### src/rtl/lcg_rng_pkg.sv
// ----------------------------------------------------------------------------
// lcg_rng_pkg
// Shared types and constants for the linear congruential random source.
// ----------------------------------------------------------------------------
package lcg_rng_pkg;

    localparam int unsigned WORD_W    = 32;
    localparam int unsigned FUNC_W    = 2;
    localparam int unsigned DIV_CNT_W = $clog2(WORD_W);

    localparam logic [WORD_W-1:0] LCG_MUL = 32'd1103515245;
    localparam logic [WORD_W-1:0] LCG_ADD = 32'd12345;

    localparam logic [FUNC_W-1:0] FUNC_SEED  = 2'd0;
    localparam logic [FUNC_W-1:0] FUNC_RAW   = 2'd1;
    localparam logic [FUNC_W-1:0] FUNC_BELOW = 2'd2;
    localparam logic [FUNC_W-1:0] FUNC_RANGE = 2'd3;

    typedef enum logic [1:0] {
        S_IDLE,
        S_ADV,
        S_DIV,
        S_FIN
    } state_t;

    typedef struct packed {
        logic              start;
        logic [WORD_W-1:0] dividend;
        logic [WORD_W-1:0] divisor;
    } div_req_t;

    typedef struct packed {
        logic              done;
        logic [WORD_W-1:0] rem;
    } div_rsp_t;

endpackage

### src/rtl/lcg_rng_if.sv
// ----------------------------------------------------------------------------
// lcg_rng_if
// Valid/ready channels for the request and result items.
// ----------------------------------------------------------------------------
interface lcg_rng_req_if;
    import lcg_rng_pkg::*;

    logic              valid;
    logic              ready;
    logic [FUNC_W-1:0] func;
    logic [WORD_W-1:0] operand_a;
    logic [WORD_W-1:0] operand_b;

    modport source (output valid, output func, output operand_a, output operand_b,
                    input ready);
    modport sink   (input valid, input func, input operand_a, input operand_b,
                    output ready);
endinterface

interface lcg_rng_rsp_if;
    import lcg_rng_pkg::*;

    logic              valid;
    logic              ready;
    logic [WORD_W-1:0] value;
    logic              bad_bound;

    modport source (output valid, output value, output bad_bound, input ready);
    modport sink   (input valid, input value, input bad_bound, output ready);
endinterface

### src/rtl/lcg_rng_div.sv
// ----------------------------------------------------------------------------
// lcg_rng_div
// Radix-2 restoring remainder unit, one quotient bit per cycle.
// ----------------------------------------------------------------------------
module lcg_rng_div (
    input  logic                  clk,
    input  logic                  rst_n,
    input  lcg_rng_pkg::div_req_t req,
    output lcg_rng_pkg::div_rsp_t rsp
);
    import lcg_rng_pkg::*;

    logic                 busy_reg,  busy_next;
    logic                 done_reg,  done_next;
    logic [DIV_CNT_W-1:0] cnt_reg,   cnt_next;
    logic [WORD_W-1:0]    rem_reg,   rem_next;
    logic [WORD_W-1:0]    dvd_reg,   dvd_next;
    logic [WORD_W-1:0]    dvs_reg,   dvs_next;
    logic [WORD_W:0]      shifted;
    logic [WORD_W:0]      trial;

    assign shifted = {rem_reg, dvd_reg[WORD_W-1]};
    assign trial   = shifted - {1'b0, dvs_reg};

    always_comb
    begin
        busy_next = busy_reg;
        done_next = 1'b0;
        cnt_next  = cnt_reg;
        rem_next  = rem_reg;
        dvd_next  = dvd_reg;
        dvs_next  = dvs_reg;
        if (req.start)
        begin
            busy_next = 1'b1;
            cnt_next  = DIV_CNT_W'(WORD_W - 1);
            rem_next  = '0;
            dvd_next  = req.dividend;
            dvs_next  = req.divisor;
        end
        else if (busy_reg)
        begin
            // The remainder always stays below the divisor, so it fits one word.
            if (!trial[WORD_W])
                rem_next = trial[WORD_W-1:0];
            else
                rem_next = shifted[WORD_W-1:0];
            dvd_next = {dvd_reg[WORD_W-2:0], 1'b0};
            cnt_next = cnt_reg - 1'b1;
            if (cnt_reg == '0)
            begin
                busy_next = 1'b0;
                done_next = 1'b1;
            end
        end
    end

    always_ff @(posedge clk or negedge rst_n)
    begin
        if (!rst_n)
        begin
            busy_reg <= 1'b0;
            done_reg <= 1'b0;
        end
        else
        begin
            busy_reg <= busy_next;
            done_reg <= done_next;
        end
    end

    always_ff @(posedge clk)
    begin
        cnt_reg <= cnt_next;
        rem_reg <= rem_next;
        dvd_reg <= dvd_next;
        dvs_reg <= dvs_next;
    end

    assign rsp.done = done_reg;
    assign rsp.rem  = rem_reg;

endmodule

### src/rtl/lcg_random_with_range.sv
// ----------------------------------------------------------------------------
// lcg_random_with_range
// 32-bit linear congruential random source with bounded and ranged draws.
// ----------------------------------------------------------------------------
// Usage: request items arrive on req (func, operand_a, operand_b) and result
// items leave on rsp (value, bad_bound), both valid/ready channels.
// A seed item loads the state word and gives no result. A raw draw, a draw
// below a bound and a draw in a range each give exactly one result item.
// Timing: req.ready is high only while the sequencer is idle. A seed is
// taken while idle and leaves the sequencer idle. An empty range goes
// straight to the finish step, a raw draw or a zero bound through the
// advance step first. A reduced draw runs the shared restoring remainder
// unit, one bit per cycle, and then reaches the output register through the
// finish step; the next item is accepted once the sequencer is idle again.
// The output register holds one result; a new item is accepted while it
// waits, and the sequencer holds its finished result until rsp.ready frees
// the register, so a stalled receiver loses nothing.
// Reset clears the state word to zero and empties the output register.
// ----------------------------------------------------------------------------
module lcg_random_with_range (
    input  logic        clk,
    input  logic        rst_n,
    lcg_rng_req_if.sink   req,
    lcg_rng_rsp_if.source rsp
);
    import lcg_rng_pkg::*;

    state_t            state_reg, state_next;
    logic [FUNC_W-1:0] func_reg,  func_next;
    logic [WORD_W-1:0] opa_reg,   opa_next;
    logic [WORD_W-1:0] opb_reg,   opb_next;
    logic [WORD_W-1:0] lcg_reg,   lcg_next;
    logic [WORD_W-1:0] res_reg,   res_next;
    logic              bad_reg,   bad_next;
    logic [WORD_W-1:0] value_reg, value_next;
    logic              badout_reg, badout_next;
    logic              ovalid_reg, ovalid_next;

    logic [WORD_W-1:0] adv_word;
    logic              range_empty;
    logic              no_div;
    logic              out_free;
    div_req_t          div_req;
    div_rsp_t          div_rsp;

    assign adv_word    = lcg_reg * LCG_MUL + LCG_ADD;
    assign range_empty = !(req.operand_b > req.operand_a);
    assign no_div      = (func_reg == FUNC_RAW) ||
                         ((func_reg == FUNC_BELOW) && (opa_reg == '0));
    assign out_free    = !ovalid_reg || rsp.ready;

    lcg_rng_div u_div (
        .clk   (clk),
        .rst_n (rst_n),
        .req   (div_req),
        .rsp   (div_rsp)
    );

    // Next state
    always_comb
    begin
        state_next = state_reg;
        unique case (state_reg)
            S_IDLE:
            begin
                if (req.valid)
                begin
                    if (req.func == FUNC_SEED)
                        state_next = S_IDLE;
                    else if ((req.func == FUNC_RANGE) && range_empty)
                        state_next = S_FIN;
                    else
                        state_next = S_ADV;
                end
            end
            S_ADV:
            begin
                if (no_div)
                    state_next = S_FIN;
                else
                    state_next = S_DIV;
            end
            S_DIV:
            begin
                if (div_rsp.done)
                    state_next = S_FIN;
            end
            S_FIN:
            begin
                if (out_free)
                    state_next = S_IDLE;
            end
            default: state_next = S_IDLE;
        endcase
    end

    // Outputs and datapath
    always_comb
    begin
        req.ready        = (state_reg == S_IDLE);
        func_next        = func_reg;
        opa_next         = opa_reg;
        opb_next         = opb_reg;
        lcg_next         = lcg_reg;
        res_next         = res_reg;
        bad_next         = bad_reg;
        value_next       = value_reg;
        badout_next      = badout_reg;
        ovalid_next      = ovalid_reg && !rsp.ready;
        div_req.start    = 1'b0;
        div_req.dividend = adv_word;
        div_req.divisor  = (func_reg == FUNC_BELOW) ? opa_reg : (opb_reg - opa_reg);
        unique case (state_reg)
            S_IDLE:
            begin
                func_next = req.func;
                opa_next  = req.operand_a;
                opb_next  = req.operand_b;
                if (req.valid && (req.func == FUNC_SEED))
                    lcg_next = req.operand_a;
                // An empty or inverted range leaves the state word alone.
                res_next = req.operand_a;
                bad_next = 1'b0;
            end
            S_ADV:
            begin
                lcg_next      = adv_word;
                div_req.start = !no_div;
                if (func_reg == FUNC_RAW)
                begin
                    res_next = adv_word;
                    bad_next = 1'b0;
                end
                else
                begin
                    res_next = '0;
                    bad_next = 1'b1;
                end
            end
            S_DIV:
            begin
                res_next = div_rsp.rem + ((func_reg == FUNC_RANGE) ? opa_reg : '0);
                bad_next = 1'b0;
            end
            S_FIN:
            begin
                if (out_free)
                begin
                    value_next  = res_reg;
                    badout_next = bad_reg;
                    ovalid_next = 1'b1;
                end
            end
            default: ;
        endcase
    end

    always_ff @(posedge clk or negedge rst_n)
    begin
        if (!rst_n)
        begin
            state_reg  <= S_IDLE;
            lcg_reg    <= '0;
            ovalid_reg <= 1'b0;
        end
        else
        begin
            state_reg  <= state_next;
            lcg_reg    <= lcg_next;
            ovalid_reg <= ovalid_next;
        end
    end

    always_ff @(posedge clk)
    begin
        func_reg   <= func_next;
        opa_reg    <= opa_next;
        opb_reg    <= opb_next;
        res_reg    <= res_next;
        bad_reg    <= bad_next;
        value_reg  <= value_next;
        badout_reg <= badout_next;
    end

    assign rsp.valid     = ovalid_reg;
    assign rsp.value     = value_reg;
    assign rsp.bad_bound = badout_reg;

`ifndef SYNTHESIS
    a_load_from_fin: assert property (@(posedge clk) disable iff (!rst_n)
        ($rose(ovalid_reg) |-> $past(state_reg == S_FIN)))
        else $error("result register loaded outside the finish step");

    a_done_in_div: assert property (@(posedge clk) disable iff (!rst_n)
        (div_rsp.done |-> (state_reg == S_DIV)))
        else $error("remainder finished while the sequencer was not waiting");

    a_bad_is_zero: assert property (@(posedge clk) disable iff (!rst_n)
        ((ovalid_reg && badout_reg) |-> (value_reg == '0)))
        else $error("bad bound result carries a non-zero value");

    a_seed_no_result: assert property (@(posedge clk) disable iff (!rst_n)
        ((req.valid && req.ready && (req.func == FUNC_SEED)) |=> (state_reg == S_IDLE)))
        else $error("seed item started a draw");
`endif

endmodule

### src/flat_wrapper.sv
// flat-port wrapper written by rule: the top's interface ports become plain ports
module lcg_random_with_range_flat import lcg_rng_pkg::*;
  (clk, rst_n, req_valid, req_func, req_operand_a, req_operand_b, req_ready, rsp_valid, rsp_value, rsp_bad_bound, rsp_ready);
  lcg_rng_req_if req_i ();
  lcg_rng_rsp_if rsp_i ();
  input  logic clk;
  input  logic rst_n;
  input wire logic [$bits(req_i.valid)-1:0] req_valid;
  input wire logic [$bits(req_i.func)-1:0] req_func;
  input wire logic [$bits(req_i.operand_a)-1:0] req_operand_a;
  input wire logic [$bits(req_i.operand_b)-1:0] req_operand_b;
  output wire logic [$bits(req_i.ready)-1:0] req_ready;
  output wire logic [$bits(rsp_i.valid)-1:0] rsp_valid;
  output wire logic [$bits(rsp_i.value)-1:0] rsp_value;
  output wire logic [$bits(rsp_i.bad_bound)-1:0] rsp_bad_bound;
  input wire logic [$bits(rsp_i.ready)-1:0] rsp_ready;
  assign req_i.valid = req_valid;
  assign req_i.func = req_func;
  assign req_i.operand_a = req_operand_a;
  assign req_i.operand_b = req_operand_b;
  assign req_ready = req_i.ready;
  assign rsp_valid = rsp_i.valid;
  assign rsp_value = rsp_i.value;
  assign rsp_bad_bound = rsp_i.bad_bound;
  assign rsp_i.ready = rsp_ready;
  lcg_random_with_range u_core (.clk(clk), .rst_n(rst_n), .req(req_i), .rsp(rsp_i));
endmodule
### config.mk
export PLATFORM = sky130hd
export DESIGN_NAME = lcg_random_with_range_flat
export DESIGN_NICKNAME = d
export VERILOG_FILES = /design/src/rtl/lcg_rng_pkg.sv /design/src/rtl/lcg_rng_if.sv /design/src/rtl/lcg_rng_div.sv /design/src/rtl/lcg_random_with_range.sv /design/src/flat_wrapper.sv
export SDC_FILE = /design/constraint.sdc
export NUM_CORES = 1
export LEC_CHECK = 0
export BUFFER_PORTS_ARGS = -buffer_cell sky130_fd_sc_hd__buf_2
export CAP_MARGIN = 40
export CORE_UTILIZATION = 55
export CTS_CLUSTER_DIAMETER = 100
export DETAILED_ROUTE_END_ITERATION = 12
export PLACE_DENSITY = 0.77
export SETUP_SLACK_MARGIN = 0.05
export SLEW_MARGIN = 5
export SYNTH_ARGS = -nofsm -noshare
export SYNTH_HDL_FRONTEND = slang
export SYNTH_SLANG_ARGS = --single-unit
### constraint.sdc
create_clock -name clk -period 19.5 [get_ports clk]
set_input_delay 0.975 -clock clk [delete_from_list [all_inputs] [get_ports clk]]
set_output_delay 0.975 -clock clk [all_outputs]
set_load 0.01 [all_outputs]
==> flow_summary.html, run 1 <==
<table>
<tr><th>Metric</th><th>Value</th></tr>
<tr><th colspan="2">Outcome</th></tr>
<tr><td>Result of the run</td><td>completed</td></tr>
<tr><th colspan="2">Synthesis</th></tr>
<tr><td>Post-synth net total</td><td>3282</td></tr>
<tr><td>Prevailing post-synth register cell</td><td>edfxtp_1</td></tr>
<tr><td>Synthesized instance count</td><td>2683</td></tr>
<tr><td>Dominant cell by count in the synthesized netlist</td><td>inv_1</td></tr>
<tr><td>Cell type contributing the most total cell area after synthesis</td><td>edfxtp_1</td></tr>
<tr><td>Fraction of synthesized cell area taken by the top area cell type</td><td>0.230</td></tr>
<tr><td>Mean area per synthesized cell</td><td>9.56 sq um</td></tr>
<tr><td>Unique cell type count in the Yosys netlist</td><td>77</td></tr>
<tr><td>Fraction of registers with async set or reset after synthesis</td><td>0.137</td></tr>
<tr><td>Leading post-synthesis cells by instance count</td><td>528 x inv_1, 338 x ha_1, 210 x nand2_1</td></tr>
<tr><td>Register bit total from synthesis</td><td>270</td></tr>
<tr><td>Number of flops mapped to enable cells by yosys</td><td>196</td></tr>
<tr><td>Cell types occupying the most area after synthesis</td><td>edfxtp_1 23%, ha_1 16%, fa_1 15%</td></tr>
<tr><td>Sequential element share of the synthesized area</td><td>0.295</td></tr>
<tr><td>Count of warnings emitted by yosys</td><td>0</td></tr>
<tr><td>Mapped Area</td><td>25600 sq um</td></tr>
<tr><th colspan="2">Timing</th></tr>
<tr><td>Slew headroom</td><td>0.324</td></tr>
<tr><td>Aggregate negative setup slack</td><td>0 ns</td></tr>
<tr><td>Post-route clock skew</td><td>~0.021 ns</td></tr>
<tr><td>Number of endpoints with negative hold slack in the final report</td><td>0</td></tr>
<tr><td>Ratio of final minimum period to clock period</td><td>0.391</td></tr>
<tr><td>Tightest Pin Transition</td><td>1.01 ns</td></tr>
<tr><td>Time the worst path needs with I/O delays and setup</td><td>7.63 ns</td></tr>
<tr><td>Final setup violation count</td><td>0</td></tr>
<tr><td>Final setup margin</td><td>11.87 ns</td></tr>
<tr><td>Final Slew Violations</td><td>0</td></tr>
<tr><td>Achievable clock frequency</td><td>131 MHz</td></tr>
<tr><td>Hold slack final</td><td>0.393 ns</td></tr>
<tr><td>Unrepaired setup endpoints after global routing</td><td>false</td></tr>
<tr><th colspan="2">Detailed routing</th></tr>
<tr><td>Routed vias</td><td>20060</td></tr>
<tr><td>Post-DRT Antenna Nets</td><td>0</td></tr>
<tr><td>Top routing layer used</td><td>met5</td></tr>
<tr><td>Sum of met3 wire segment lengths after detailed routing</td><td>~8900 um</td></tr>
<tr><td>Drt via density</td><td>5.91</td></tr>
<tr><td>Final Routed Wirelength</td><td>between 70000 and 80000 um</td></tr>
<tr><td>Wire length per cell</td><td>22.4 um</td></tr>
<tr><td>Initial DRC Count</td><td>2035</td></tr>
<tr><td>Length of routed wiring on met1</td><td>31000 um</td></tr>
<tr><td>Met2 WL</td><td>33000 um</td></tr>
<tr><td>First drt pass iteration count</td><td>8</td></tr>
<tr><td>Detailed-route DRC error count</td><td>0</td></tr>
<tr><th colspan="2">Clocking</th></tr>
<tr><td>Level count of the clock H-tree</td><td>1</td></tr>
<tr><td>Latest clock arrival within the worst-skew pair</td><td>0.60 ns</td></tr>
<tr><td>Number of instances resized during post-cts repair</td><td>0</td></tr>
<tr><td>Root Driver</td><td>clkbuf_16</td></tr>
<tr><td>Number of clock buffers inserted by TritonCTS</td><td>31</td></tr>
<tr><td>Maximum buffer depth of the clock tree</td><td>3</td></tr>
<tr><td>Clock transition at the registers of the reported paths</td><td>0.06 ns</td></tr>
<tr><td>Hold buffer count at cts</td><td>0</td></tr>
<tr><td>Setup bufs post-CTS</td><td>0</td></tr>
<tr><td>Number of sinks on the clock net</td><td>between 200 and 300</td></tr>
<tr><td>TritonCTS clock tree</td><td>yes</td></tr>
<tr><th colspan="2">Floorplanning</th></tr>
<tr><td># IOs</td><td>105</td></tr>
<tr><td>Die outline width</td><td>218 um</td></tr>
<tr><td>Initial Util</td><td>0.561</td></tr>
<tr><td>Area inside the core boundary</td><td>approximately 46000 sq um</td></tr>
<tr><td>Die Y</td><td>~220 um</td></tr>
<tr><td>Die area</td><td>47500 sq um</td></tr>
<tr><td>Standard-cell row count</td><td>78</td></tr>
<tr><th colspan="2">Worst setup path</th></tr>
<tr><td>Launching element type of the critical path</td><td>flop</td></tr>
<tr><td>Crit path launch</td><td>u_core.lcg_reg[9]</td></tr>
<tr><td>Data required time of the worst path</td><td>19.82 ns</td></tr>
<tr><td>Cell count of the worst reg-to-reg path</td><td>23</td></tr>
<tr><td>Reg2Reg Launch Point</td><td>u_core.lcg_reg[9]</td></tr>
<tr><td>Worst-path maximum fanout</td><td>8</td></tr>
<tr><td>Critical path data arrival time</td><td>7.94 ns</td></tr>
<tr><td>Worst Setup End Kind</td><td>flop</td></tr>
<tr><td>Category of the most critical setup path</td><td>flop to flop</td></tr>
<tr><th colspan="2">Flow run</th></tr>
<tr><td>Number of max-cap violations</td><td>0</td></tr>
<tr><th colspan="2">Global routing</th></tr>
<tr><td>Largest net degree at the start of global routing</td><td>73</td></tr>
<tr><td>Global router's overall resource usage</td><td>0.325</td></tr>
<tr><td>Via count of the first global-routing pass</td><td>19801</td></tr>
<tr><td>Leftover overflow at the end of global routing</td><td>0</td></tr>
<tr><td>Antenna violations before repair</td><td>5</td></tr>
<tr><td>Global-route wire length before repair</td><td>116000 um</td></tr>
<tr><th colspan="2">Cells and area</th></tr>
<tr><td>Final layout net count</td><td>3366</td></tr>
<tr><td>Fraction of final layout cells sized beyond drive strength 1</td><td>0.0695</td></tr>
<tr><td>Area growth from synthesis to final layout</td><td>9.00%</td></tr>
<tr><th colspan="2">Placement</th></tr>
<tr><td>Final estimated routing congestion in global placement</td><td>0.992</td></tr>
<tr><td>IO Port Bufs</td><td>104</td></tr>
<tr><td>Half-perimeter wire length after placement</td><td>61900 um</td></tr>
<tr><td>Placement Setup Slack</td><td>between 10 and 15 ns</td></tr>
<tr><th colspan="2">Worst hold path</th></tr>
<tr><td>HP Class</td><td>input port to asynchronous set/reset pin</td></tr>
</table>
-- worst max-delay path, stage by stage, from the launching register on --
cell	delay, ns
dfrtp_1	0.63
ha_1	0.41
xor2_1	0.20
ha_1	0.20
a21oi_1	0.29
fa_1	0.47
fa_1	0.49
inv_1	0.05
fa_1	0.48
fa_1	0.50
fa_1	0.49
inv_1	0.05
fa_1	0.47
inv_1	0.04
ha_1	0.36
a2111oi_0	0.37
o21ai_0	0.18
a221oi_1	0.45
a311oi_2	0.23
a211o_1	0.30
a21oi_1	0.17
xnor2_1	0.12
a211oi_1	0.26
a21oi_1	0.11
-- kinds of logic (layout without fill, tap and decap cells) --
logic type	Yosys count	after routing	share of synthesized area
other	0	3	0
xor gates and xnor gates	135	135	0.0464
adders and majority gates	529	529	0.314
muxes	60	60	0.0236
AOI/OAI and AO/OA	558	558	0.136
DFF	270	270	0.295
and+or+nand+nor	534	534	0.0977
buffers and inverters	597	705	0.0880
-- worst paths after layout --
kind	end	slack, ns
worst max register to register	u_core.res_reg[31]	11.87
min in group clk	u_core.rsp.value[16]	0.40
worst min register to register	u_core.rsp.value[16]	0.40
worst min-delay path	u_core.u_div.done_reg	0.39
max in group asynchronous	u_core.lcg_reg[30]	18.55
worst max-delay path	u_core.res_reg[31]	11.87
-- routing by layer --
layer | track usage | up-vias
met1 | 0.441 | 9705
met2 | 0.490 | 969
met3 | 0.0919 | 148
li1 | - | 9236
met4 | 0.121 | 2
met5 | 0.0188 | -
-- through the flow --
stage                     std cells  cell area (sq um)   util
final                          3394              28000  0.612
after global routing           3391              27900  0.612
after CTS                      3391              27900  0.612
after detailed placement       3334              26800  0.588
after global placement         3331              26800  0.586
after floorplan                2683              25600      -
-- layout make-up --
class	count	area, sq um
Fill cell	3822	17700
Multi-Input combinational cell	1816	15900
Sequential cell	270	7550
Inverter	529	1990
Clock buffer	38	812
Tap cell	600	751
Timing Repair Buffer	119	681
Clock inverter	19	283
Antenna cell	3	7.51
-- layout by cell type (no fill, tap or decap), drive strengths merged, types with 6 or more instances in the layout --
master / instances
a21oi: 180
o31ai: 8
nor4: 8
and3: 50
a31oi: 18
bufinv: 7
nand4: 15
ha: 338
o21a: 36
nand3b: 6
dfrtp: 37
nor2: 114
and2: 9
edfxtp: 196
dfxtp: 37
a22oi: 14
nor3: 25
a221oi: 12
nor2b: 23
o21ai: 149
fa: 191
nand2: 210
xor2: 44
clkbuf: 38
xnor2: 91
o211ai: 8
or2: 6
inv: 532
or3: 10
a211oi: 20
clkinv: 8
nand2b: 22
a21o: 42
buf: 119
o21bai: 15
mux2i: 56
nand3: 24
a311oi: 6
Power of run 1 is left out: the tool's default activity adds up to more than one toggle a clock period on the data nets, which glitch-free logic cannot reach.
==> inputs of run 2 (changes only) <==
--- a/config.mk
+++ b/config.mk
@@ -10,7 +10,7 @@
 export CORE_UTILIZATION = 55
 export CTS_CLUSTER_DIAMETER = 100
 export DETAILED_ROUTE_END_ITERATION = 12
-export PLACE_DENSITY = 0.77
+export PLACE_DENSITY = 0.8
 export SETUP_SLACK_MARGIN = 0.05
 export SLEW_MARGIN = 5
 export SYNTH_ARGS = -nofsm -noshare
==> constraint.sdc (replaced) <==
create_clock -name clk -period 6.6 [get_ports clk]
set_input_delay 0.33 -clock clk [delete_from_list [all_inputs] [get_ports clk]]
set_output_delay 0.33 -clock clk [all_outputs]
set_load 0.01 [all_outputs]
==> flow_summary.html, run 2 (synthesis results as in run 1) <==
<table>
<tr><th>Metric</th><th>Value</th></tr>
<tr><th colspan="2">Global routing</th></tr>
<tr><td>Antenna violations before repair</td><td>4</td></tr>
<tr><td>Global router's overall resource usage</td><td>0.320</td></tr>
<tr><td>Global-route wire length before repair</td><td>117000 um</td></tr>
<tr><td>Leftover overflow at the end of global routing</td><td>0</td></tr>
<tr><td>Via count of the first global-routing pass</td><td>21418</td></tr>
<tr><td>Largest net degree at the start of global routing</td><td>65</td></tr>
<tr><th colspan="2">Cells and area</th></tr>
<tr><td>Commonest non-fill, non-tap cell in the layout</td><td>inv_1</td></tr>
<tr><td>Fraction of final layout cells sized beyond drive strength 1</td><td>0.158</td></tr>
<tr><td>Area growth from synthesis to final layout</td><td>18.3%</td></tr>
<tr><td>Number of filler cells placed in the layout</td><td>3427</td></tr>
<tr><td>Total non-filler cell area in the finished layout</td><td>slightly above 30000 sq um</td></tr>
<tr><td>Final layout net count</td><td>between 3000 and 4000</td></tr>
<tr><td>Register area</td><td>7570 sq um</td></tr>
<tr><td>Multi-input gate area in the final layout</td><td>16700 sq um</td></tr>
<tr><td>Highest-count cells in the layout ignoring fill and taps</td><td>510 x inv_1, 309 x ha_1, 202 x nand2_1</td></tr>
<tr><th colspan="2">Detailed routing</th></tr>
<tr><td>Initial DRC Count</td><td>2136</td></tr>
<tr><td>Routed vias</td><td>around 21000</td></tr>
<tr><td>Post-DRT Antenna Nets</td><td>0</td></tr>
<tr><td>Detailed-route DRC error count</td><td>0</td></tr>
<tr><td>First drt pass iteration count</td><td>6</td></tr>
<tr><td>Drt via density</td><td>5.87</td></tr>
<tr><td>Wire length per cell</td><td>21.1 um</td></tr>
<tr><td>Final Routed Wirelength</td><td>75700 um</td></tr>
<tr><th colspan="2">Floorplanning</th></tr>
<tr><td># IOs</td><td>105</td></tr>
<tr><td>Die Y</td><td>218 um</td></tr>
<tr><td>Standard-cell row count</td><td>78</td></tr>
<tr><td>Initial Util</td><td>0.561</td></tr>
<tr><td>Die outline width</td><td>218 um</td></tr>
<tr><td>Area inside the core boundary</td><td>between 40000 and 50000 sq um</td></tr>
<tr><td>Die area</td><td>47500 sq um</td></tr>
<tr><th colspan="2">Outcome</th></tr>
<tr><td>Result of the run</td><td>finished, violations left</td></tr>
<tr><td>Failing checks</td><td>negative setup slack</td></tr>
<tr><th colspan="2">Clocking</th></tr>
<tr><td>Maximum buffer depth of the clock tree</td><td>3</td></tr>
<tr><td>Number of clock buffers inserted by TritonCTS</td><td>31</td></tr>
<tr><td>Level count of the clock H-tree</td><td>1</td></tr>
<tr><td>Clock transition at the registers of the reported paths</td><td>0.06 ns</td></tr>
<tr><td>Root Driver</td><td>clkbuf_16</td></tr>
<tr><td>Latest clock arrival within the worst-skew pair</td><td>0.61 ns</td></tr>
<tr><td>TritonCTS clock tree</td><td>yes</td></tr>
<tr><td>Number of sinks on the clock net</td><td>270</td></tr>
<tr><th colspan="2">Worst hold path</th></tr>
<tr><td>Origin of the worst min-delay path</td><td>req_operand_a[4]</td></tr>
<tr><td>Number of cells on the worst hold path</td><td>1</td></tr>
<tr><td>HP Class</td><td>input port to flop</td></tr>
<tr><td>Hold Crit Endpoint</td><td>u_core.opa_reg[4]</td></tr>
<tr><th colspan="2">Placement</th></tr>
<tr><td>Half-perimeter wire length after placement</td><td>between 50000 and 60000 um</td></tr>
<tr><td>Final estimated routing congestion in global placement</td><td>1.03</td></tr>
<tr><td>Placed inst area</td><td>approximately 28000 sq um</td></tr>
<tr><td>IO Port Bufs</td><td>104</td></tr>
<tr><th colspan="2">Timing</th></tr>
<tr><td>Ratio of final minimum period to clock period</td><td>1.04</td></tr>
<tr><td>Final Slew Violations</td><td>0</td></tr>
<tr><td>Tightest Pin Transition</td><td>0.929 ns</td></tr>
<tr><td>Hold slack final</td><td>between 0.02 and 0.03 ns</td></tr>
<tr><td>Aggregate negative setup slack</td><td>-3.14 ns</td></tr>
<tr><td>Slew headroom</td><td>0.380</td></tr>
<tr><td>Number of endpoints with negative hold slack in the final report</td><td>0</td></tr>
<tr><td>Time the worst path needs with I/O delays and setup</td><td>about 6.9 ns</td></tr>
<tr><td>Achievable clock frequency</td><td>approximately 150 MHz</td></tr>
<tr><td>Unrepaired setup endpoints after global routing</td><td>true</td></tr>
<tr><td>Final setup margin</td><td>-0.255 ns</td></tr>
<tr><td>Post-route clock skew</td><td>roughly 0.012 ns</td></tr>
<tr><td>Final setup violation count</td><td>25</td></tr>
<tr><th colspan="2">Worst setup path</th></tr>
<tr><td>Reg-to-reg slack, setup</td><td>-0.26 ns</td></tr>
<tr><td>Critical path data arrival time</td><td>7.20 ns</td></tr>
<tr><td>Data required time of the worst path</td><td>6.94 ns</td></tr>
<tr><td>Most repeated library cell on the critical path</td><td>fa_1</td></tr>
<tr><td>Worst Setup End Kind</td><td>flop</td></tr>
<tr><td>Largest stage delay on the critical path</td><td>0.55 ns</td></tr>
<tr><td>Worst-path maximum fanout</td><td>4</td></tr>
<tr><td>Cell count of the worst reg-to-reg path</td><td>27</td></tr>
<tr><td>Cell at the slowest stage of the critical path</td><td>fa_1</td></tr>
<tr><td>Endpoint of the lowest-slack register-to-register path</td><td>u_core.res_reg[30]</td></tr>
<tr><td>Reg2Reg Launch Point</td><td>u_core.lcg_reg[6]</td></tr>
<tr><td>Launching element type of the critical path</td><td>flop</td></tr>
<tr><td>Category of the most critical setup path</td><td>flop to flop</td></tr>
<tr><th colspan="2">Flow run</th></tr>
<tr><td>Number of max-cap violations</td><td>0</td></tr>
</table>
[run 2: cell types whose count changed in the layout (fill, tap and decap cells not counted), moves of 12 or more]
cell           change
inv_2             +17
buf_4            +131
inv_1             -17
ha_4              +22
ha_1              -27
dlygate4sd3_1     +49
a21oi_2           +12
a21oi_1           -14
[run 2: repair_timing]
item | 4_1_cts | 5_1_grt
endpoints found under the hold margin | 62 | 0
setup buffers | 15 | 11
hold buffers | 49 | 0
setup endpoints to repair | 26 | 43
pin swaps | 50 | 60
resized for setup | 83 | 65
[run 2: cell type report]
class,count,area share
clock inverters,20,0.00643
repair buffers,309,0.0759
inverters,529,0.0655
diodes,4,0.000330
well taps,600,0.0247
clock buffers,38,0.0274
multi-input cells,1816,0.550
flip-flops and latches,270,0.249
[run 2: worst max-delay path by stage]
stage	from	end	slack, ns	cells past startpoint
floorplan	u_core.lcg_reg[8]	u_core.res_reg[31]	0.06	24
global placement	u_core.lcg_reg[15]	u_core.res_reg[31]	-0.17	26
detailed placement	u_core.lcg_reg[6]	u_core.res_reg[31]	-0.30	25
CTS	u_core.lcg_reg[16]	u_core.res_reg[31]	-0.26	26
global route	u_core.lcg_reg[6]	u_core.res_reg[30]	-0.49	25
finish	u_core.lcg_reg[6]	u_core.res_reg[30]	-0.26	27
[run 2: metal layers]
layer | up-vias | track usage | wire, um
met5 | - | 0 | 12
li1 | 9607 | - | -
met3 | 199 | 0.0448 | 6820
met1 | 10234 | 0.426 | 30200
met2 | 1002 | 0.519 | 34900
met4 | 2 | 0.145 | 3810
[run 2: worst max-delay path: cells and delay by family, from the launching register on]
kind	cells	cell delay, ns
adders and majority gates	9	3.74
buffers and inverters	8	0.77
and+or+nand+nor	2	0.21
DFF	1	0.47
muxes	1	0.25
AOI/OAI and AO/OA	7	1.15
[run 2: per-stage QoR]
| step | util | setup slack [ns] | std cells |
|---|---|---|---|
| after global placement | 0.608 | -0.170 | 3447 |
| after floorplan | - | 0.0581 | 2683 |
| after global routing | 0.664 | -0.495 | 3583 |
| after CTS | 0.653 | -0.265 | 3571 |
| final | 0.664 | -0.255 | 3586 |
| after detailed placement | 0.610 | -0.297 | 3450 |
Power of run 2 is left out for the same reason.
